$ cat src/sv/sem_pkg.sv
// Shared types, widths and constants of the Sobel edge-magnitude block.
package sem_pkg;

  localparam int MAX_LINE_WIDTH_DEF = 1024;
  localparam int PIXEL_BITS_DEF     = 8;

  localparam int MAG_W      = 11;
  localparam int ROW_W      = 12;
  localparam int COL_W      = 10;
  localparam int IMG_W_W    = 11;
  localparam int IMG_H_W    = 13;
  localparam int IMG_H_MAX  = 4096;
  localparam int DIM_MIN    = 3;
  localparam int DIM_RESET  = 8;
  localparam int CFG_IDX_W  = 4;
  localparam int CFG_DATA_W = 16;

  localparam logic [MAG_W-1:0] MAG_MAX = '1;

  typedef enum logic [CFG_IDX_W-1:0] {
    REG_IMAGE_WIDTH  = 4'd0,
    REG_IMAGE_HEIGHT = 4'd1
  } cfg_reg_e;

  // Sobel kernels, indexed [line][column], line 0 is the oldest line
  localparam int KERN_X [3][3] = '{'{-1, 0, 1}, '{-2, 0, 2}, '{-1, 0, 1}};
  localparam int KERN_Y [3][3] = '{'{-1, -2, -1}, '{0, 0, 0}, '{1, 2, 1}};

  // Position data that travels with each result through the pipeline
  typedef struct packed {
    logic [ROW_W-1:0] row;
    logic [COL_W-1:0] col;
    logic             last;
  } meta_t;

endpackage

$ cat src/sv/sem_sqrt_cell.sv
// One cell of the square-root chain: resolves one root bit per word.
module sem_sqrt_cell import sem_pkg::*; #(
  parameter int NB = 11
) (
  input  logic            clk,
  input  logic            rst_n,
  input  logic            en,
  input  logic            vld_i,
  input  meta_t           meta_i,
  input  logic [2*NB-1:0] rad_i,
  input  logic [NB+1:0]   rem_i,
  input  logic [NB-1:0]   root_i,
  output logic            vld_o,
  output meta_t           meta_o,
  output logic [2*NB-1:0] rad_o,
  output logic [NB+1:0]   rem_o,
  output logic [NB-1:0]   root_o
);

  localparam int RAD_W = 2 * NB;
  localparam int RW    = NB + 2;

  logic              vld_r;
  meta_t             meta_r;
  logic [RAD_W-1:0]  rad_r;
  logic [RW-1:0]     rem_r;
  logic [NB-1:0]     root_r;

  logic [RW+1:0]     rem_sh;
  logic [RW+1:0]     trial;
  logic [RW+1:0]     diff;
  logic              ge;
  logic [RW-1:0]     rem_nxt;
  logic [NB-1:0]     root_nxt;
  logic [RAD_W-1:0]  rad_nxt;

  // bring down the next two radicand bits and try root*4+1
  always_comb begin
    rem_sh   = {rem_i, rad_i[RAD_W-1 -: 2]};
    trial    = (RW+2)'({root_i, 2'b01});
    diff     = rem_sh - trial;
    ge       = (rem_sh >= trial);
    rem_nxt  = ge ? diff[RW-1:0] : rem_sh[RW-1:0];
    root_nxt = {root_i[NB-2:0], ge};
    rad_nxt  = {rad_i[RAD_W-3:0], 2'b00};
  end

  always_ff @(posedge clk) begin
    if (!rst_n) begin
      vld_r <= 1'b0;
    end else if (en) begin
      vld_r <= vld_i;
    end
  end

  always_ff @(posedge clk) begin
    if (en) begin
      meta_r <= meta_i;
      rad_r  <= rad_nxt;
      rem_r  <= rem_nxt;
      root_r <= root_nxt;
    end
  end

  assign vld_o  = vld_r;
  assign meta_o = meta_r;
  assign rad_o  = rad_r;
  assign rem_o  = rem_r;
  assign root_o = root_r;

endmodule

$ cat config.mk
export PLATFORM = sky130hd
export DESIGN_NAME = sem_sqrt_cell
export DESIGN_NICKNAME = d
export VERILOG_FILES = /design/src/sv/sem_pkg.sv /design/src/sv/sem_sqrt_cell.sv
export SDC_FILE = /design/constraint.sdc
export NUM_CORES = 1
export LEC_CHECK = 0
export ABC_CLOCK_PERIOD_IN_PS = 2800
export BUFFER_PORTS_ARGS = -buffer_cell sky130_fd_sc_hd__buf_4
export CORE_ASPECT_RATIO = 1.25
export CORE_MARGIN = 8
export CORE_UTILIZATION = 46
export CTS_CLUSTER_SIZE = 20
export DETAILED_ROUTE_END_ITERATION = 8
export PLACE_DENSITY_LB_ADDON = 0.2
export RECOVER_POWER = 25
export SYNTH_ARGS = -nofsm -noshare
export SYNTH_HDL_FRONTEND = slang
export SYNTH_SLANG_ARGS = --single-unit
$ cat constraint.sdc
create_clock -name clk -period 2.8 [get_ports clk]
set_input_delay 0.42 -clock clk [delete_from_list [all_inputs] [get_ports clk]]
set_output_delay 0.42 -clock clk [all_outputs]
set_load 0.1 [all_outputs]
# --- Yosys cells after proc, flatten, opt, wreduce, memory -nomap -nowiden ---
# Cells that the tools add are included.
op_classes:
  order_cmp: 1
  addsub: 1
  muxes: 1
op_table:
  columns: ["cell", "count"]
  rows:
  - ["greater-or-equal comparator 15 x 13 -> 1 bit", 1]
  - ["two-way mux 13 bit", 1]
  - ["subtractor 13 bit", 1]
totals:
  out_inout_bits: 70
  regBits: 68
  in_bits: 73
  elab_cells: 10

# --- Longest topological paths before layout ---
# Gate-level depths: netlist (run 1).
logic_depth:
  depth_word: 2
  ltp_mapped: 10
  ltp_nobuf: 8

# --- Worst setup path after synthesis (run 1) ---
# OpenSTA, ideal clock, no wires.
synth_path:
  path_kind: "input port to flip-flop"
  startpoint: "input root_i[10]"
  endpoint: "register rem_r[11] (netlist: rem_o[11]) (data pin)"
  cell_stages: 8
  slack_ps: 383
  arrival_time_ps: 2157
  setup_time_ps: 260
  path_buffers: 1
  path_cell_list: "inv_1 ha_1 a2111o_1 a311oi_2 and2_1 buf_6 inv_8 mux2_4"
synth_via:
  elab_chain_len: 2
synth_rtl:
  columns: ["element", "line_no", "text"]
  rows:
  - ["start, declared", "sem_sqrt_cell.sv:12", "input logic [NB-1:0] root_i,"]
  - ["greater-or-equal comparator 15 x 13 -> 1 bit", "sem_sqrt_cell.sv:42", "ge = (rem_sh >= trial);"]
  - ["named net ge", "sem_sqrt_cell.sv:32", "logic ge;"]
  - ["two-way mux 13 bit", "sem_sqrt_cell.sv:43", "rem_nxt = ge ? diff[RW-1:0] : rem_sh[RW-1:0];"]
  - ["named net rem_nxt[11]", "sem_sqrt_cell.sv:33", "logic [RW-1:0] rem_nxt;"]
  - ["end signal, assigned", "sem_sqrt_cell.sv:60", "rem_r <= rem_nxt;"]
  - ["end, declared", "sem_sqrt_cell.sv:26", "logic [RW-1:0] rem_r;"]
# The timed path passes the listed nets, and every way through them passes these cells.
# A chain may end at the register's enable or synchronous reset.

# --- Worst setup path in the final report (run 1) ---
layout_path:
  startpoint: "input root_i[8]"
  endpoint: "register rem_r[10] (netlist: rem_o[10]) (data pin)"
layout_via:
  elab_chain_len: 2
  elab_cells_between_ends: 3
layout_rtl:
  columns: ["element", "line_no"]
  rows:
  - ["subtractor 13 bit or greater-or-equal comparator 15 x 13 -> 1 bit (tied branches)", "sem_sqrt_cell.sv:41, sem_sqrt_cell.sv:42"]
  - ["two-way mux 13 bit (*)", "sem_sqrt_cell.sv:43"]
  - ["named net rem_nxt[10]", "sem_sqrt_cell.sv:33"]
# Mark *: on every way through the listed nets, which the timed path passes. The rest lies on a longest branch.

==> results of run 1 <==
registers in the layout, summed over array words and instances (netlist names):
name,cells
rem_o,13
rad_o,20
meta_o,23
vld_o,1
root_o,11
power by group through the flow:
stage,registers (W),clock network [W],logic [W]
2_1_floorplan,0.00196,0,0.000199
3_5_place_dp,0.00128,0,0.00117
6_report,0.00126,0.000950,0.00116
5_1_grt,0.00126,0.00102,0.00120
3_3_place_gp,0.00127,0,0.00116
4_1_cts,0.00126,0.000976,0.00117
routing by layer:
| metal | global-route usage | vias to the layer above | routed length (um) |
|---|---|---|---|
| met2 | 0.2830 | 105 | 4090 |
| met4 | 0.06182 | 0 | 102 |
| met1 | 0.1691 | 1052 | 2901 |
| met3 | 0.05662 | 7 | 758 |
| met5 | 0 | - | 0 |
| li1 | - | 1074 | - |
placed cells by master, fill, tap and decap left out, types with 2 or more instances in the layout:
master / n
xnor2_1: 3
o21a_1: 2
nor2_1: 6
nor3_1: 4
o21ai_0: 5
conb_1: 2
a21oi_1: 6
clkbuf_8: 9
o31ai_1: 4
and3_1: 2
o211ai_1: 2
edfxtp_1: 67
a31oi_1: 2
nor2b_1: 3
a21oi_2: 2
nand2_1: 5
ha_1: 13
inv_1: 17
bufinv_16: 3
nand4_1: 4
clkinv_4: 2
nor4_1: 2
and2_1: 2
nor3b_1: 3
nand3_1: 8
xor2_1: 3
clkbuf_4: 50
mux2i_1: 2
mux2_4: 6
and4_1: 3
buf_4: 95
Yosys cell counts (4+ instances only):
library cell,number
nor2_1,6
ha_1,13
o31ai_1,4
a21oi_1,6
inv_1,17
o21ai_0,5
mux2_4,6
nor3_1,4
nand3_1,8
nand4_1,4
edfxtp_1,67
nand2_1,5
final timing paths:
kind / slack [ps] / from / endpoint
setup / recovery: 450 / root_i[8] / rem_o[10]$_DFFE_PP_
hold / removal: 280 / root_i[4] / root_o[5]$_DFFE_PP_
setup reg to reg: 2190 / vld_o$_SDFFE_PN0P_ / vld_o$_SDFFE_PN0P_
hold reg to reg: 540 / vld_o$_SDFFE_PN0P_ / vld_o$_SDFFE_PN0P_
through the flow:
stage / utilization / cell area, um2 / hold slack (ps) / std cells / power (W)
floorplan: - / 3023 / 518.9 / 204 / 0.002155
finish: 0.6840 / 4405 / 281.0 / 445 / 0.003365
global placement: 0.6467 / 4165 / 504.5 / 429 / 0.002434
CTS: 0.6840 / 4405 / 241.5 / 445 / 0.003401
global route: 0.6840 / 4405 / 255.9 / 445 / 0.003482
detailed placement: 0.6467 / 4165 / 515.8 / 429 / 0.002445
cell type report:
class | count | share of cell area
sequential | 68 | 0.4612
timing repair buffer | 145 | 0.2471
multi-input combinational | 111 | 0.1954
clock buffer | 10 | 0.02897
clock inverter | 6 | 0.02556
tap | 87 | 0.02471
inverter | 18 | 0.01704
logic make-up (layout without fill, tap and decap cells):
group	Yosys count	after routing	share of synthesized area
AOI/OAI and AO/OA	33	33	0.08040
xor gates and xnor gates	6	6	0.01741
adders and majority gates	13	13	0.05388
buffers and inverters	25	179	0.04310
DFF	68	68	0.6730
muxes	8	8	0.03647
other	1	2	0.001242
and+or+nand+nor	49	49	0.09449
==> results.json, run 1 <==
{
  "initial_core_util": 0.4687,
  "yosys_warnings": 0,
  "worstSetupPathType": "primary input to flop",
  "portBuffers": 140,
  "max_slew_margin": 0.4362,
  "status": "finished, final reports clean",
  "multiInputGateArea_um2": 860.8,
  "drv_cap": 0,
  "layout_setup_ws_ps": 450.5,
  "grt_util_all_layers": 0.1607,
  "rows": 33,
  "postRouteAntennaNets": 0,
  "htreeDepth": 3,
  "core_area_mm2": 0.006441,
  "hold_class": "primary input to flop",
  "report.final.slew_viol_count": 0,
  "final.setup.tns_ps": 0,
  "rsz0062_at_grt": "false",
  "switching_power_w": 0.001263,
  "syn_area_per_cell_um2": 14.87,
  "antenna_found_initial": 0,
  "drt_wl_total_mm": 7.852,
  "finalSetupViolCount": 0,
  "grt-ovfl-total": 0,
  "hpwl_mm": 6.273,
  "die_h_um": 106.6,
  "cts-resized-gates": 0,
  "power_frac_seq": 0.373,
  "tritoncts": "done",
  "cp_top_family": "simple AND/OR/NAND/NOR gates",
  "io_pins": 143,
  "cts-root-buf": "clkbuf_8",
  "cp-end-kind": "flop",
  "grt_pass1_vias": 2127,
  "netlist_area_mm2": 0.003019,
  "holdPathStages": 1,
  "drive_gt1_frac": 0.4916,
  "critPathArrivalTime_ps": 2450,
  "yosys.area.top_type": "edfxtp_1",
  "fin_crit_sh": 0.8391,
  "synth_cells": 203,
  "clock-sinks": 68,
  "async_reset_ff_frac": 0,
  "rr_worst_depth": 2,
  "postCtsHoldBufs": 0,
  "synth_ff_type": "edfxtp_1",
  "fp.dieArea_mm2": 0.009428,
  "worst-path-buf-inv": 3,
  "p_comb_frac": 0.345,
  "clk-insertion-delay-late_ps": 330,
  "wl_per_cell_um": 17.64,
  "switching_share": 0.3754,
  "tightest_slew_ps": 845.7,
  "drc_errors": 0,
  "die_x_um": 88.46,
  "fillers": 495,
  "hold_viol_final": 0,
  "clock_power_share": 0.282,
  "p_int_w": 0.002102,
  "final-seq-area_mm2": 0.002032,
  "layout.nets": 439,
  "clk_pin_slew_ps": 70,
  "fmaxAchievable_ghz": 0.4256,
  "yosysUniqueCellTypes": 48,
  "synth_seq_cells": 68,
  "cp-start-kind": "primary input",
  "cpPeakStageDelay_ps": 410,
  "finClkSkew_ps": 0,
  "power_leakage_nw": 1.924,
  "grt_pass1_wl_mm": 11.32,
  "cp_num_cells": 9,
  "grt_max_degree": 69,
  "critPathRequiredTime_ps": 2900,
  "cp_cell_sequence": "clkbuf_4 -> inv_1 -> ha_1 -> nand4_1 -> nor4_1 -> a311oi_2 -> and2_1 -> buf_4 -> o41ai_1",
  "clk_path_buf_depth": 2,
  "num_antenna_cells": 0,
  "num_vias": 2238,
  "yosysSeqAreaShare": 0.6730,
  "postCtsSetupRepairBufs": 0,
  "firstDrtPassIters": 4,
  "max-vdd-ir-drop_mv": 0.3788,
  "cpMaxStageDelayCell": "ha_1",
  "synth.top_cell.area_share": 0.6664,
  "viasPerCell": 5.029,
  "syn_to_final_growth_pct": 45.92,
  "yosys-top-cells-area": "edfxtp_1 (67%), ha_1 (5.4%), mux2_4 (3.0%)",
  "cts_buffers": 9,
  "powerDensity_mw_per_mm2": 763.8,
  "crit_fanout": 8,
  "synth_edf_count": 67,
  "drt_iter0_drc": 94,
  "post-route-min-period_ps": 2349,
  "gp_congestion": 0.9124,
  "pre_cts_slack_ps": 199.9
}
No activity file was read; power rests on OpenSTA's default activity.
==> run 2, diff against run 1 <==
--- a/config.mk
+++ b/config.mk
@@ -5,11 +5,11 @@
 export SDC_FILE = /design/constraint.sdc
 export NUM_CORES = 1
 export LEC_CHECK = 0
-export ABC_CLOCK_PERIOD_IN_PS = 2800
+export ABC_CLOCK_PERIOD_IN_PS = 1900
 export BUFFER_PORTS_ARGS = -buffer_cell sky130_fd_sc_hd__buf_4
 export CORE_ASPECT_RATIO = 1.25
 export CORE_MARGIN = 8
-export CORE_UTILIZATION = 46
+export CORE_UTILIZATION = 42
 export CTS_CLUSTER_SIZE = 20
 export DETAILED_ROUTE_END_ITERATION = 8
 export PLACE_DENSITY_LB_ADDON = 0.2
==> constraint.sdc (replaced) <==
create_clock -name clk -period 1.9 [get_ports clk]
set_input_delay 0.285 -clock clk [delete_from_list [all_inputs] [get_ports clk]]
set_output_delay 0.285 -clock clk [all_outputs]
set_load 0.1 [all_outputs]
==> results.json, run 2 (synthesis gave the netlist of run 1 again) <==
{
  "cts-root-buf": "clkbuf_8",
  "fillers": 516,
  "cts_buffers": 9,
  "report.final.slew_viol_count": 0,
  "drv_cap": 0,
  "hold_class": "primary input to flop",
  "critPathArrivalTime_ps": 1910,
  "r2r_end": "vld_o$_SDFFE_PN0P_",
  "cp-end-kind": "flop",
  "fmaxAchievable_ghz": 0.5454,
  "firstDrtPassIters": 5,
  "grt_pass1_vias": 2554,
  "postRouteAntennaNets": 0,
  "drt_iter0_drc": 90,
  "post-route-min-period_ps": 1834,
  "finClkSkew_ps": 0,
  "viasPerCell": 4.903,
  "hold_viol_final": 0,
  "portBuffers": 140,
  "layout_setup_ws_ps": 66.33,
  "clock-sinks": 68,
  "grt_util_all_layers": 0.1653,
  "postCtsHoldBufs": 0,
  "fin_crit_sh": 0.9651,
  "critPathRequiredTime_ps": 1980,
  "finish.utilization": 0.6991,
  "final_cell_mix": "buf_4 (144), edfxtp_1 (67), clkbuf_4 (48)",
  "wl_per_cell_um": 17.10,
  "worstSetupPathType": "primary input to flop",
  "layout.nets": 488,
  "drc_errors": 0,
  "rr_worst_depth": 2,
  "grt_max_degree": 40,
  "max-vdd-ir-drop_mv": 0.4799,
  "rows": 34,
  "clk_path_buf_depth": 2,
  "drive_gt1_frac": 0.5985,
  "tritoncts": "done",
  "core_area_mm2": 0.006977,
  "num_antenna_cells": 0,
  "holdPathStages": 1,
  "pre_cts_slack_ps": -444.1,
  "finalSetupViolCount": 0,
  "crit_fanout": 8,
  "io_pins": 143,
  "num_vias": 2432,
  "fp.dieArea_mm2": 0.01017,
  "htreeDepth": 3,
  "final_common_cell": "buf_4",
  "syn_to_final_growth_pct": 61.54,
  "die_x_um": 91.84,
  "largest_reg_flops": 23,
  "min_to": "root_o[10]$_DFFE_PP_",
  "initial_core_util": 0.4327,
  "powerDensity_mw_per_mm2": 968.2,
  "hold_start": "root_i[9]",
  "holdWs_ps": 129.1,
  "clk_pin_slew_ps": 70,
  "die_h_um": 110.8,
  "gp_congestion": 0.8343,
  "drt_wl_total_mm": 8.484,
  "r2r_start": "vld_o$_SDFFE_PN0P_",
  "grt-ovfl-total": 0,
  "final.setup.tns_ps": 0,
  "grt_pass1_wl_mm": 13.12,
  "power_leakage_nw": 2.128,
  "antenna_found_initial": 0,
  "rrSetupSlack_ps": 1310,
  "cp-start-kind": "primary input",
  "hpwl_mm": 6.616,
  "status": "finished, final reports clean",
  "clk-insertion-delay-late_ps": 340
}
==> run 2: cell count changes in the layout (fill, tap and decap cells not counted), sizes merged <==
cell / before / now
buf: 95 / 145
bufinv: 3 / 0
clkbuf: 60 / 59
clkinvlp: 0 / 2
==> run 2: per-stage QoR <==
step	cells	total power (W)	area, um2
3_5_place_dp	479	0.003739	4598
2_1_floorplan	204	0.003193	3095
3_3_place_gp	479	0.003712	4598
6_report	496	0.004722	4877
5_1_grt	496	0.004905	4877
4_1_cts	495	0.004756	4833
==> run 2: final cells by class <==
cell class	count	area, um2	share of cell area
Clock buffer	10	127.6	0.02617
Multi-Input combinational cell	111	1022	0.2096
Clock inverter	5	30.03	0.006157
Sequential cell	68	2032	0.4166
Timing Repair Buffer	194	1465	0.3004
Inverter	18	87.58	0.01796
Tap cell	90	112.6	0.02309
==> run 2: repair_timing <==
action,in CTS,in global routing
endpoints found under the setup margin,5,6
cloned,0,0
pin swaps,1,4
buffers inserted,1,1
resized for setup,8,9
==> run 2: layer usage <==
layer	routed length [um]	global-route usage	vias to the layer above
li1	-	-	1165
met1	3115	0.1651	1146
met2	4490	0.2975	115
met3	793	0.07249	6
met4	85	0.05172	0
met5	0	0	-
==> run 2: worst max-delay path: stages <==
cell      delay (ps)
buf_4            110
ha_1             220
a2111o_1         440
a311oi_2         280
and2_4           230
inv_8             60
mux2_4           290
==> run 2: power breakdown <==
| part | internal, W | leakage (nW) | switching, W |
|---|---|---|---|
| Clock | 0.000459 | 0.0779 | 0.000522 |
| Combinational | 0.000542 | 1.39 | 0.00135 |
| Sequential | 0.00181 | 0.664 | 0.0000382 |
| Total | 0.00281 | 2.13 | 0.00191 |
==> run 2: worst max path at each step <==
stage | from | end | depth (start not counted) | slack, ps
6_report | rem_i[9] | rem_o[5]$_DFFE_PP_ | 7 | 70
3_5_place_dp | rem_i[7] | rem_o[9]$_DFFE_PP_ | 8 | -440
2_1_floorplan | root_i[8] | rem_o[11]$_DFFE_PP_ | 10 | -290
3_3_place_gp | rem_i[3] | rem_o[9]$_DFFE_PP_ | 7 | -390
4_1_cts | root_i[0] | rem_o[9]$_DFFE_PP_ | 8 | 20
5_1_grt | root_i[0] | rem_o[11]$_DFFE_PP_ | 10 | -0.5
==> run 3, diff against run 2 <==
--- a/config.mk
+++ b/config.mk
@@ -5,6 +5,7 @@
 export SDC_FILE = /design/constraint.sdc
 export NUM_CORES = 1
 export LEC_CHECK = 0
+export ABC_AREA = 1
 export ABC_CLOCK_PERIOD_IN_PS = 1900
 export BUFFER_PORTS_ARGS = -buffer_cell sky130_fd_sc_hd__buf_4
 export CORE_ASPECT_RATIO = 1.25
==> results.json, run 3 <==
{
  "status": "finished, final reports clean",
  "initial_core_util": 0.4286,
  "synth.most_common_cell": "nand2_1",
  "drc_errors": 0,
  "clk_pin_slew_ps": 80,
  "final_common_cell": "buf_4",
  "netlist_area_mm2": 0.003134,
  "synth_edf_count": 67,
  "num_vias": 2594,
  "yosys_warnings": 0,
  "grt_max_degree": 35,
  "tritoncts": "done",
  "cts-root-buf": "clkbuf_8",
  "hold_class": "primary input to flop",
  "core_area_mm2": 0.007313,
  "yosys.area.top_type": "edfxtp_1",
  "cpMaxStageDelayCell": "ha_1",
  "drt_iter0_drc": 89,
  "grt-ovfl-total": 0,
  "power_w": 0.004971,
  "cp_cell_sequence": "clkbuf_4 -> inv_1 -> ha_1 -> nand2_1 -> inv_2 -> nand2_1 -> nor2_4 -> nand4_4 -> nand3_4 -> nand2_1 -> nand2_1",
  "synth.top_cell.area_share": 0.6419,
  "synth_commonest_cells": "nand2_1 (92), edfxtp_1 (67), inv_1 (45), nand4_1 (17), ha_1 (13)",
  "syn_area_per_cell_um2": 11.00,
  "postRouteAntennaNets": 0,
  "report.final.slew_viol_count": 0,
  "portBuffers": 140,
  "post-route-min-period_ps": 1635,
  "largest_reg_flops": 23,
  "yosysUniqueCellTypes": 26,
  "rrSetupSlack_ps": 1240,
  "cts_buffers": 9,
  "io_pins": 143,
  "fin_crit_sh": 0.8603,
  "num_antenna_cells": 0,
  "critPathArrivalTime_ps": 1830,
  "finClkSkew_ps": 0,
  "yosysSeqAreaShare": 0.6483,
  "htreeDepth": 3,
  "cts-resized-gates": 0,
  "grt_pass1_wl_mm": 13.29,
  "postCtsHoldBufs": 0,
  "place_area_mm2": 0.004448,
  "drt_wl_total_mm": 8.563,
  "synth_ff_type": "edfxtp_1",
  "critPathRequiredTime_ps": 2090,
  "synth_cells": 285,
  "syn_to_final_growth_pct": 49.46,
  "worstSetupEndpoint": "rem_o[4]$_DFFE_PP_",
  "fmaxAchievable_ghz": 0.6118,
  "crit_path_start": "root_i[4]",
  "rsz0062_at_grt": "false",
  "gp_congestion": 0.8479,
  "die_x_um": 93.27,
  "post-route-cell-area_mm2": 0.004684,
  "worstSetupPathType": "primary input to flop",
  "cp-start-kind": "primary input",
  "fin_cells": 551,
  "rr_worst_depth": 2,
  "dp.cells": 535,
  "drv_cap": 0,
  "viasPerCell": 4.708,
  "power_leakage_nw": 2.303,
  "grt_util_all_layers": 0.1620,
  "drive_gt1_frac": 0.4096,
  "fillers": 598,
  "crit_top_cell": "nand2_1",
  "finalSetupViolCount": 0,
  "r2r_end": "vld_o$_SDFFE_PN0P_",
  "final.setup.tns_ps": 0,
  "cp-end-kind": "flop",
  "fp.dieArea_mm2": 0.01050,
  "wl_per_cell_um": 15.54,
  "grt_pass1_vias": 2681,
  "postCtsSetupRepairBufs": 0,
  "clk_path_buf_depth": 2,
  "rows": 35,
  "async_reset_ff_frac": 0,
  "cpPeakStageDelay_ps": 340,
  "hold_viol_final": 0,
  "crit_fanout": 14,
  "clock-sinks": 68,
  "layout_setup_ws_ps": 265.5,
  "yosys-top-cells-area": "edfxtp_1 (64%), nand2_1 (11%), inv_1 (5.4%)",
  "final_cell_mix": "buf_4 (112), nand2_1 (92), edfxtp_1 (67)",
  "synth_seq_cells": 68,
  "max-vdd-ir-drop_mv": 0.6446,
  "powerDensity_mw_per_mm2": 1061,
  "clk-insertion-delay-late_ps": 320,
  "firstDrtPassIters": 5,
  "r2r_start": "vld_o$_SDFFE_PN0P_",
  "pre_cts_slack_ps": -47.02,
  "antenna_found_initial": 0,
  "die_h_um": 112.6,
  "layout.nets": 540,
  "hpwl_mm": 6.978
}
## run 3: worst max-delay path, delay by kind of cell
kind | cells | cell delay, ps
and+or+nand+nor | 7 | 980
adders and majority gates | 1 | 340
buffers and inverters | 3 | 210
## run 3: per-stage QoR
| step | utilization | hold WS (ps) |
|---|---|---|
| after floorplan | - | 378.5 |
| after global placement | 0.6082 | 463.2 |
| after detailed placement | 0.6082 | 464.3 |
| after CTS | 0.6411 | 104.5 |
| after global routing | 0.6405 | 122.6 |
| final | 0.6405 | 149.4 |
## run 3: worst min path at each step
stage | from | slack [ps] | end | cells past startpoint
after floorplan | en | 380 | vld_o$_SDFFE_PN0P_ | 1
after global placement | rad_i[16] | 460 | rad_o[18]$_DFFE_PP_ | 1
after detailed placement | meta_i[5] | 460 | meta_o[5]$_DFFE_PP_ | 1
after CTS | rad_i[14] | 100 | rad_o[16]$_DFFE_PP_ | 1
after global routing | meta_i[5] | 120 | meta_o[5]$_DFFE_PP_ | 1
final | rad_i[3] | 150 | rad_o[5]$_DFFE_PP_ | 1
## run 3: kinds of logic after synthesis
| group | share of synthesized area |
|---|---|
| AOI/OAI and AO/OA | 0.01956 |
| adders and majority gates | 0.05190 |
| and+or+nand+nor | 0.1932 |
| xor gates and xnor gates | 0.01397 |
| other | 0.001196 |
| buffers and inverters | 0.07185 |
| DFF | 0.6483 |
## run 3: final cells by class
type / count / area [um2] / share of cell area
Clock buffer: 10 / 127.6 / 0.02724
Clock inverter: 6 / 112.6 / 0.02404
Inverter: 49 / 183.9 / 0.03926
Multi-Input combinational cell: 163 / 880.8 / 0.1880
Sequential cell: 68 / 2032 / 0.4338
Tap cell: 92 / 115.1 / 0.02457
Timing Repair Buffer: 163 / 1232 / 0.2631
## run 3: layer usage
layer,up-vias,routed length [um],track usage
met5,-,0,0
met4,0,21,0.04741
met3,2,854,0.05340
met2,111,4490,0.2926
met1,1202,3196,0.1716
li1,1279,-,-
## run 3: where the power goes
group | internal [W] | switching, W
Clock | 0.000875 | 0.000530
Sequential | 0.00181 | 0.0000406
Combinational | 0.000406 | 0.00131
